[src/rtl/ped_pkg.sv]
// Shared types and command codes for the prefix edit distance block.
`timescale 1ns / 1ps

package ped_pkg;

  typedef enum logic [1:0] {
    CMD_CLEAR  = 2'd0,
    CMD_APPEND = 2'd1,
    CMD_TEXT   = 2'd2,
    CMD_FINISH = 2'd3
  } cmd_t;

  typedef struct packed {
    cmd_t       cmd;
    logic [7:0] ch;
  } req_t;

  typedef struct packed {
    logic [5:0] distance;
    logic       query_truncated;
  } rsp_t;

endpackage

[src/rtl/ped_cell.sv]
// One row cell of the systolic edit distance column.
`timescale 1ns / 1ps

module ped_cell #(
  parameter int MAX_LEN = 32,
  parameter int INDEX   = 1
) (
  input  logic                              clk,
  input  logic                              rst,
  input  logic                              restart,
  input  logic                              wr_en,
  input  logic [7:0]                        wr_ch,
  input  logic                              in_valid,
  input  logic [7:0]                        in_ch,
  input  logic [$clog2(MAX_LEN + 2) - 1:0]  in_up,
  input  logic [$clog2(MAX_LEN + 2) - 1:0]  in_diag,
  output logic                              out_valid,
  output logic [7:0]                        out_ch,
  output logic [$clog2(MAX_LEN + 2) - 1:0]  out_up,
  output logic [$clog2(MAX_LEN + 2) - 1:0]  out_diag
);

  localparam int VW  = $clog2(MAX_LEN + 2);
  localparam int CAP = MAX_LEN + 1;

  logic [7:0]    qch;
  logic [VW-1:0] val;
  logic [VW-1:0] val_next;
  logic [VW:0]   from_left;
  logic [VW:0]   from_up;
  logic [VW:0]   from_diag;
  logic [VW:0]   best;

  always_comb begin
    from_left = {1'b0, val} + (VW + 1)'(1);
    from_up   = {1'b0, in_up} + (VW + 1)'(1);
    from_diag = {1'b0, in_diag} + (VW + 1)'(qch != in_ch);
    best = from_left;
    if (from_up < best) begin
      best = from_up;
    end
    if (from_diag < best) begin
      best = from_diag;
    end
    // saturate so the cell never outgrows its register
    if (best > (VW + 1)'(CAP)) begin
      val_next = VW'(CAP);
    end else begin
      val_next = best[VW-1:0];
    end
  end

  always_ff @(posedge clk) begin
    if (wr_en) begin
      qch <= wr_ch;
    end
  end

  always_ff @(posedge clk) begin
    if (rst || restart) begin
      val <= VW'(INDEX);
    end else if (in_valid) begin
      val <= val_next;
    end
  end

  always_ff @(posedge clk) begin
    if (rst) begin
      out_valid <= 1'b0;
    end else begin
      out_valid <= in_valid;
    end
  end

  always_ff @(posedge clk) begin
    if (in_valid) begin
      out_ch   <= in_ch;
      out_up   <= val_next;
      out_diag <= val;
    end
  end

endmodule

[src/rtl/prefix_edit_distance.sv]
// Top level of the prefix edit distance block: request decode, cell chain, result register.
`timescale 1ns / 1ps

// Computes the smallest edit distance from a stored query (up to MAX_LEN characters) to any
// prefix of the streamed text. Text characters enter a chain of MAX_LEN row cells and are
// taken one per cycle, back to back; each moves down the chain one cell per cycle as a
// skewed wavefront. Clear, append and finish requests wait until the chain has drained,
// that is until the last text character has left the head register and every row cell; an idle
// chain does not stall them. A finish also waits while an earlier result is still held in the output
// register. Appends beyond MAX_LEN characters are dropped and reported as truncated.
module prefix_edit_distance #(
  parameter int MAX_LEN = 32
) (
  input  logic          clk,
  input  logic          rst,
  input  logic          req_valid,
  output logic          req_stall,
  input  ped_pkg::req_t req,
  output logic          rsp_valid,
  input  logic          rsp_stall,
  output ped_pkg::rsp_t rsp
);

  localparam int VW  = $clog2(MAX_LEN + 2);
  localparam int QW  = $clog2(MAX_LEN + 1);
  localparam int CAP = MAX_LEN + 1;

  logic [MAX_LEN:0] link_valid;
  logic [7:0]       link_ch   [0:MAX_LEN];
  logic [VW-1:0]    link_up   [0:MAX_LEN];
  logic [VW-1:0]    link_diag [0:MAX_LEN];

  logic [QW-1:0] qlen;
  logic [VW-1:0] text_count;
  logic [VW-1:0] text_count_next;
  logic [VW-1:0] running_min;
  logic          truncated;

  logic chain_empty;
  logic accept;
  logic restart;
  logic append_acc;
  logic text_acc;
  logic finish_acc;
  logic qfull;
  logic take_min;

  assign chain_empty = ~|link_valid;
  assign qfull       = ({1'b0, qlen} == (QW + 1)'(MAX_LEN));

  // take the bottom cell of the query as its wavefront passes
  assign take_min    = link_valid[qlen] && link_up[qlen] < running_min;

  always_comb begin
    req_stall = 1'b0;
    if (req.cmd != ped_pkg::CMD_TEXT && !chain_empty) begin
      req_stall = 1'b1;
    end
    if (req.cmd == ped_pkg::CMD_FINISH && rsp_valid && rsp_stall) begin
      req_stall = 1'b1;
    end
  end

  assign accept     = req_valid && !req_stall;
  assign append_acc = accept && req.cmd == ped_pkg::CMD_APPEND;
  assign text_acc   = accept && req.cmd == ped_pkg::CMD_TEXT;
  assign finish_acc = accept && req.cmd == ped_pkg::CMD_FINISH;
  assign restart    = accept && (req.cmd == ped_pkg::CMD_CLEAR || req.cmd == ped_pkg::CMD_APPEND);

  assign text_count_next = (text_count == VW'(CAP)) ? text_count : text_count + VW'(1);

  always_ff @(posedge clk) begin
    if (rst) begin
      qlen        <= '0;
      text_count  <= '0;
      running_min <= '0;
      truncated   <= 1'b0;
    end else if (accept) begin
      case (req.cmd)
        ped_pkg::CMD_CLEAR: begin
          qlen        <= '0;
          text_count  <= '0;
          running_min <= '0;
          truncated   <= 1'b0;
        end
        ped_pkg::CMD_APPEND: begin
          text_count <= '0;
          if (qfull) begin
            truncated   <= 1'b1;
            running_min <= VW'(qlen);
          end else begin
            qlen        <= qlen + QW'(1);
            running_min <= VW'(qlen) + VW'(1);
          end
        end
        ped_pkg::CMD_TEXT: begin
          text_count <= text_count_next;
          if (take_min) begin
            running_min <= link_up[qlen];
          end
        end
        default: begin
        end
      endcase
    end else if (take_min) begin
      running_min <= link_up[qlen];
    end
  end

  // head of the chain: the top row holds the text count
  always_ff @(posedge clk) begin
    if (rst) begin
      link_valid[0] <= 1'b0;
    end else begin
      link_valid[0] <= text_acc;
    end
  end

  always_ff @(posedge clk) begin
    if (text_acc) begin
      link_ch[0]   <= req.ch;
      link_up[0]   <= text_count_next;
      link_diag[0] <= text_count;
    end
  end

  for (genvar i = 1; i <= MAX_LEN; i++) begin : g_cell
    ped_cell #(
      .MAX_LEN (MAX_LEN),
      .INDEX   (i)
    ) u_cell (
      .clk       (clk),
      .rst       (rst),
      .restart   (restart),
      .wr_en     (append_acc && !qfull && qlen == QW'(i - 1)),
      .wr_ch     (req.ch),
      .in_valid  (link_valid[i-1]),
      .in_ch     (link_ch[i-1]),
      .in_up     (link_up[i-1]),
      .in_diag   (link_diag[i-1]),
      .out_valid (link_valid[i]),
      .out_ch    (link_ch[i]),
      .out_up    (link_up[i]),
      .out_diag  (link_diag[i])
    );
  end

  always_ff @(posedge clk) begin
    if (rst) begin
      rsp_valid <= 1'b0;
    end else if (finish_acc) begin
      rsp_valid <= 1'b1;
    end else if (!rsp_stall) begin
      rsp_valid <= 1'b0;
    end
  end

  always_ff @(posedge clk) begin
    if (finish_acc) begin
      rsp.distance        <= 6'(running_min);
      rsp.query_truncated <= truncated;
    end
  end

`ifndef SYNTH
  a_drained_before_control: assert property (@(posedge clk) disable iff (rst)
    (accept && req.cmd != ped_pkg::CMD_TEXT) |-> chain_empty)
    else $error("control request taken while the chain still holds text");

  a_min_bounded: assert property (@(posedge clk) disable iff (rst)
    {1'b0, running_min} <= (VW + 1)'(qlen))
    else $error("running minimum above query length");

  a_truncated_full: assert property (@(posedge clk) disable iff (rst)
    truncated |-> qfull)
    else $error("truncation flagged with room left in the query");

  a_count_capped: assert property (@(posedge clk) disable iff (rst)
    {1'b0, text_count} <= (VW + 1)'(CAP))
    else $error("text count past saturation");
`endif

endmodule
[config.mk]
export PLATFORM = sky130hd
export DESIGN_NAME = prefix_edit_distance
export DESIGN_NICKNAME = d
export VERILOG_FILES = /design/src/rtl/ped_pkg.sv /design/src/rtl/ped_cell.sv /design/src/rtl/prefix_edit_distance.sv
export SDC_FILE = /design/constraint.sdc
export NUM_CORES = 2
export LEC_CHECK = 0
export ABC_AREA = 1
export BUFFER_PORTS_ARGS = -buffer_cell sky130_fd_sc_hd__buf_2
export CAP_MARGIN = 20
export CORE_MARGIN = 5
export CORE_UTILIZATION = 45
export DETAILED_ROUTE_END_ITERATION = 12
export MAX_ROUTING_LAYER = met4
export PLACE_DENSITY = 0.68
export RECOVER_POWER = 50
export SYNTH_ARGS = -nofsm -noshare
export SYNTH_HDL_FRONTEND = slang
export SYNTH_SLANG_ARGS = --single-unit
[constraint.sdc]
create_clock -name clk -period 3.9 [get_ports clk]
set_input_delay 0.195 -clock clk [delete_from_list [all_inputs] [get_ports clk]]
set_output_delay 0.195 -clock clk [all_outputs]
set_load 0.01 [all_outputs]
* After elaboration in Yosys (flattened, before gate mapping) *
Cells that the tools add are included.

cells by class
  multiplexer cells = 114
  magnitude comparators = 99
  $add $sub $neg = 98
  reduce and logical (&&, ||, !) cells = 55
  bitwise gates (word level) = 1
  equality and inequality tests = 72

operator list
  kind                 count
  $add 6x1->7 const B  64
  $lt 7x7->1           64
  $mux 7               64
  $ne 8x8->1           32
  $mux 6               38
  $add 6x1->7          32
  $gt 7x6->1 const B   32
  $eq 6x5->1 const B   16
  $eq 6x4->1 const B   8
  $logic_and 1x1->1    42
  $bmux 6 s6           1
  $reduce_or 33->1     1
  $eq 6x3->1 const B   4
  $pmux 6 s2           2
  $pmux 6 s3           1
  $add 6x1->6 const B  2
  $eq 6x2->1 const B   2
  $eq 6x6->1 const B   2
  $ge 7x7->1 const B   1
  $lt 6x7->1 const B   1
  $not 6->7            1
  $bmux 1 s6           1
  $eq 6x1->1 const B   1
  $logic_not 6->1      1
  15 further kinds     26

storage, ports and cells
  input bits = 14
  output and inout port bits = 9
  logic and storage cells = 640
  flip-flop bits (word level) = 1154

* Logic depth before layout (Yosys ltp) *
  depth in word-level cells = 9
  mapped depth = 32
  gate-level depth less buffers = 30

* By module *
A second synthesis with hierarchy kept.

unflattened totals
  cells, all modules = 8327
  area total of the unflattened synthesis = 71562.4 µm²

by module, submodules not included
  module                             area an instance (µm²)  instances  sequential area each (µm²)  cells each
  ped_cell at g_cell[20].u_cell ...  2098.3                  3          980.9                       235
  prefix_edit_distance               4863.4                  1          1231.2                      795
  ped_cell at g_cell[11].u_cell      2147.1                  1          980.9                       236
  ped_cell at g_cell[31].u_cell      2134.5                  1          980.9                       235
  ped_cell at g_cell[30].u_cell      2129.5                  1          980.9                       235
  ped_cell at g_cell[9].u_cell       2107.0                  1          980.9                       235
  ped_cell at g_cell[19].u_cell      2104.5                  1          980.9                       235
  ped_cell at g_cell[4].u_cell       2103.3                  1          980.9                       235
  ped_cell at g_cell[10].u_cell      2102.0                  1          980.9                       238
  ped_cell at g_cell[2].u_cell       2098.3                  1          980.9                       237
  ped_cell at g_cell[17].u_cell      2097.0                  1          980.9                       235
  ped_cell at g_cell[32].u_cell      2093.3                  1          980.9                       234
  ped_cell at g_cell[26].u_cell      2084.5                  1          980.9                       236
  ped_cell at g_cell[18].u_cell      2083.2                  1          980.9                       237
  +17 rows                           n/a                     n/a        n/a                         n/a

* Least setup slack after synthesis *
Ideal clock, no wire load.

  path type = register to register
  from = register g_cell[15].u_cell.out_up[0] (netlist name)
  to = register g_cell[16].u_cell.out_up[1] (netlist name)
  library setup time = 252 ps
  clock period less this slack = 3848 ps
  required time = 3648 ps
  stages on the path, launching flop included = 25
  setup slack = 52 ps
  path buffers = 1
  arrival = 3596 ps
  cell sequence = edfxtp_1 -> ha_1 -> nand2_1 -> inv_1 -> nor2_1 -> ha_1 -> a21oi_1 -> nand2_1 -> nand2_1 -> nand3_1 -> nand4_1 -> nand2_1 -> buf_2 -> o21ai_0 -> ha_1 -> nand2_1 -> nor2_1 -> a211oi_1 -> nand2_4 -> inv_1 -> nand2_1 -> o21ai_0 -> nand2_2 -> nand3_1 -> inv_1

on the way
  word-level cells in the longest chain between the ends = 7

RTL lines
  element                                  line            RTL
  $add 6x1->7 (*)                          ped_cell.sv:36  from_up = {1'b0, in_up} + (VW + 1)'(1);
  $lt 7x7->1                               ped_cell.sv:39  if (from_up < best) begin
  $mux 7 (*)                               ped_cell.sv:39
  $lt 7x7->1                               ped_cell.sv:42  if (from_diag < best) begin
  $mux 7 (*)                               ped_cell.sv:42
  $gt 7x6->1                               ped_cell.sv:46  if (best > (VW + 1)'(CAP)) begin
  $mux 6 (*)                               ped_cell.sv:46
  named net g_cell[16].u_cell.val_next[1]  ped_cell.sv:28  logic [VW-1:0] val_next;

Mark *: on every way through the listed nets, which the timed path passes. The rest lies on a longest branch.
A chain may end at the register's enable or synchronous reset.

* Worst setup path after layout *
  from = register g_cell[22].u_cell.qch[1]
  to = register g_cell[22].u_cell.out_up[0] (netlist name)

on the way
  word-level cells in the longest chain between the ends = 6

RTL lines
  element                                  line            RTL
  start: declaration                       ped_cell.sv:26  logic [7:0] qch;
  start signal: assignment                 ped_cell.sv:55  qch <= wr_ch;
  $ne 8x8->1 (*)                           ped_cell.sv:37  from_diag = {1'b0, in_diag} + (VW + 1)'(qch != in_ch);
  $add 6x1->7 (*)                          ped_cell.sv:37
  $lt 7x7->1                               ped_cell.sv:42
  $mux 7 (*)                               ped_cell.sv:42
  $gt 7x6->1                               ped_cell.sv:46
  $mux 6 (*)                               ped_cell.sv:46
  named net g_cell[22].u_cell.val_next[0]  ped_cell.sv:28

Marks and branches as above.

==> run summary <==
* **maximum vdd drop** 0.000294 V
* **ordered cell list for the critical path** xnor2_2 > nand4_1 > or4_4 > ha_4 > ha_4 > nand3_2 > xor2_1 > inv_1 > ha_4 > a21oi_2 > nor2_1 > a211oi_2 > buf_4 > nand3b_1 > nand2_2 > nand3_2 > o21ai_4 > nand2_1
* **number of antenna violations at the first check in global routing** 2
* **clock tree from TritonCTS** yes
* **violation count after the first detailed-route iteration** 4773
* **aggregate routed wire length** 187000 um
* **Worst Clk Skew** 0.0296 ns
* **maximum number of pins on one net before global-route repair** 53
* **share of final-layout standard cells stronger than drive strength 1** 0.188
* **CP Launch Type** register
* **Max H-tree Level** 4
* **endpoint kind of the worst setup timing path** register
* **min cycle time layout** 3.86 ns
* **total global-route track usage** 0.222
* **Setup WS pre-CTS** -0.224 ns
* **vias** 57371
* **startpoint of the worst hold path** req_valid
* **Buffers on Ports** 22
* **starting utilization of the core area** 0.453
* **synthesized flop and latch total** 1154
* **Site Rows** 143
* **estimated wirelength of the detail-placed design** 134000 um
* **Mapped Nets** 8498
* **total power of the final layout** 27200 uW
* **setup TNS** 0 ns
* **met1 layer usage reported by global route** 0.283
* **Achievable Freq** 259 MHz
* **Post-synth EDFFs** 909
* **Yosys Warn Count** 0
* **sequential share of the synthesized area** 0.468
* **Worst Reg-to-Reg Cells** 18
* **worst path setup slack after routing** 0.0431 ns
* **cell family with the largest share of critical-path delay** simple AND/OR/NAND/NOR gates
* **Layout Utilization** 0.548
* **clk_lat worst skew** 0.77 ns
* **CTS root buffer** sky130_fd_sc_hd__clkbuf_16
* **largest stage delay on the critical path** 0.60 ns
* **post-route antenna net violation count** 0
* **setup repair after global routing missed its margin** yes
* **number of global-route vias before repair** 53253
* **post-route standard cell area excluding fillers** 0.0833 mm^2
* **TritonCTS Buffers** 131
* **die width** 401 um
* **core area** 0.152 mm^2
* **Gate Count Post-Synth** 8053
* **slowest cell on the critical path** sky130_fd_sc_hd__or4_4
* **global-route track usage on met3** 0.0304
* **cell with the most instances on the worst path** sky130_fd_sc_hd__ha_4
* **area growth from synthesis to layout** 21.0%
* **path type of the worst setup path** reg -> reg
* **post-detailed-route DRC marker count** 0
* **power per standard cell area** 327 mW/mm^2
* **post-synthesis area per instance** 8.54 um^2
* **global routing's busiest layer** met2
* **Cell variety after synth** 58
* **Slew HR** -0.800
* **Leak** 0.0362 uW
* **total count of max-transition violations in the final report** 265
* **top cell types by occurrence after synthesis** sky130_fd_sc_hd__nand2_1, sky130_fd_sc_hd__inv_1, sky130_fd_sc_hd__edfxtp_1
* **HP Class** in -> reg
* **Post-synth top flop** sky130_fd_sc_hd__edfxtp_1
* **worst path arrival time** 4.36 ns
* **first-pass GRT wire length** 282000 um
* **hold path endpoint** truncated$_SDFFE_PP0P_
* **routability congestion estimate** 0.961
* **Routed WL per cell** 17.2 um
* **top post-synthesis cells by area** sky130_fd_sc_hd__edfxtp_1, sky130_fd_sc_hd__nand2_1, sky130_fd_sc_hd__ha_1, sky130_fd_sc_hd__dfxtp_1, sky130_fd_sc_hd__inv_1
* **number of failing setup endpoints in the final timing report** 0
* **clock input transition at the sequential cells of the worst setup and hold paths** 0.06 ns
* **Synth top area share** 0.397
* **number of ports placed on the die boundary** 23
* **result of the run** finished, violations left
* **cell area after synthesis** 0.0688 mm^2
* **count of buffer and inverter cells on the critical path** 2
* **Synth async-reset ratio** 0
* **Hold Path Stages** 4
* **net count of the finished layout** 9134
* **vertical extent of the die** 401 um
* **launching element of the worst setup path** g_cell[22].u_cell.qch[1]$_DFFE_PP_
* **number of max-cap violations** 8
* **data required time of the worst path** 4.41 ns
* **Critical Path Fanout Max** 6
* **slew at the pin with the worst max-slew slack** 2.70 ns
* **length of the first detailed-routing pass in iterations** 6
* **number of clock sinks** 1154
* **total overflow reported by the global router** 0
* **Via density** 5.30
* **post-detailed-placement cell area** 0.0743 mm^2
* **violated checks** capacitance limit, slew limit
* **maximum number of buffers from clock root to sink** 3
* **worst flop-to-flop path endpoint** g_cell[22].u_cell.out_up[0]$_DFFE_PP_
* **post-route fraction of the period consumed by the critical path** 0.989
* **met2 capacity usage during global routing** 0.368
* **Final Hold Vio Count** 0
* **most common cell in the netlist** sky130_fd_sc_hd__nand2_1
* **largest area contributor in the synthesized netlist** sky130_fd_sc_hd__edfxtp_1
* **source of the worst register-to-register timing path** g_cell[22].u_cell.qch[1]$_DFFE_PP_
* **Worst R2R Setup Slack** 0.04 ns
* **die area** 0.161 mm^2
* **fillcell total** 13352
-- cell type report --
cell class                 instances  area, um^2  share of cell area
clock buffer                     170        3660              0.0440
timing repair buffer             611        4440              0.0533
multi-input combinational       5696       35400               0.425
tap                             2030        2540              0.0305
sequential                      1154       32200               0.387
clock inverter                    74         873              0.0105
antenna                            2        5.00           0.0000601
inverter                        1095        4120              0.0494
-- layout by cell type, fill, tap and decap left out, types with 75 or more instances in the layout --
cell	netlist	layout
sky130_fd_sc_hd__a21oi_1	352	302
sky130_fd_sc_hd__buf_4	1	448
sky130_fd_sc_hd__clkbuf_1	58	111
sky130_fd_sc_hd__clkbuf_16	0	138
sky130_fd_sc_hd__dfxtp_1	245	242
sky130_fd_sc_hd__edfxtp_1	909	909
sky130_fd_sc_hd__ha_1	431	290
sky130_fd_sc_hd__ha_2	0	76
sky130_fd_sc_hd__inv_1	1053	1032
sky130_fd_sc_hd__nand2_1	2054	1971
sky130_fd_sc_hd__nand2_2	75	154
sky130_fd_sc_hd__nand3_1	697	620
sky130_fd_sc_hd__nand3_2	40	111
sky130_fd_sc_hd__nand4_1	113	113
sky130_fd_sc_hd__nor2_1	537	452
sky130_fd_sc_hd__nor2_2	9	75
sky130_fd_sc_hd__o21ai_0	446	311
sky130_fd_sc_hd__o21ai_1	67	129
sky130_fd_sc_hd__o21ai_2	39	83
sky130_fd_sc_hd__xnor2_1	211	197
sky130_fd_sc_hd__xor2_1	258	233
-- kinds of logic (layout without fill, tap and decap cells) --
kind of cell / count (synthesis) / count (layout) / synth area share
and+or+nand+nor: 3708 / 3732 / 0.236
buffers and inverters: 1227 / 1950 / 0.0693
DFF: 1154 / 1154 / 0.468
AOI/OAI and AO/OA: 1063 / 1063 / 0.0880
xor gates and xnor gates: 470 / 470 / 0.0599
adders and majority gates: 431 / 431 / 0.0784
other: 0 / 2 / 0
-- worst min-delay path, stage by stage --
cell and delay (ns):
sky130_fd_sc_hd__buf_2 0.07, sky130_fd_sc_hd__nand2_1 0.19, sky130_fd_sc_hd__a21oi_2 0.22, sky130_fd_sc_hd__a211oi_1 0.09
-- what timing repair did --
| action | CTS | global route |
|---|---|---|
| pin swaps | 0 | 288 |
| hold buffers | 3 | 0 |
| buffers inserted | 1 | 140 |
| hold endpoints to repair | 15 | 0 |
| setup endpoints to repair | 156 | 398 |
| cloned | 0 | 26 |
| resized for setup | 69 | 846 |
-- layer usage --
layer	part of all wire	wire (um)
met5	0	0
met1	0.42	78700
met4	0.035	6470
met3	0.060	11200
met2	0.48	90500
-- worst max-delay path by stage --
stage	slack (ns)	depth (start not counted)	to
after CTS	0.001	25	g_cell[6].u_cell.out_up[0]$_DFFE_PP_
after detailed placement	-0.22	23	g_cell[5].u_cell.out_up[1]$_DFFE_PP_
after global routing	-0.16	24	g_cell[8].u_cell.out_up[1]$_DFFE_PP_
after floorplan	0.05	24	g_cell[16].u_cell.out_up[1]$_DFFE_PP_
after global placement	-0.19	23	g_cell[5].u_cell.out_up[1]$_DFFE_PP_
final	0.04	18	g_cell[22].u_cell.out_up[0]$_DFFE_PP_
-- where the power goes --
group,internal [uW],switching (uW)
clock,7690,5190
combinational,340,773
sequential,13200,43.6
total,21200,6000
-- per-stage QoR --
step | std cells | hold slack [ns]
floorplan | 8053 | 0.294
global placement | 10417 | 0.438
detailed placement | 10417 | 0.441
CTS | 10665 | 0.0441
global route | 10831 | 0.0784
finish | 10832 | 0.0785
-- flip-flops by register name, indices dropped and copies added (netlist names) --
signal                   cells
link_up                      6
truncated                    1
g_cell.u_cell.out_valid     32
link_valid                   1
rsp_valid                    1
link_ch                      8
g_cell.u_cell.out_diag     186
text_count                   6
g_cell.u_cell.out_up       192
g_cell.u_cell.val          192
qlen                         6
g_cell.u_cell.qch          256
g_cell.u_cell.out_ch       248
rsp                          7
link_diag                    6
running_min                  6
No activity file was read; power rests on OpenSTA's default activity.
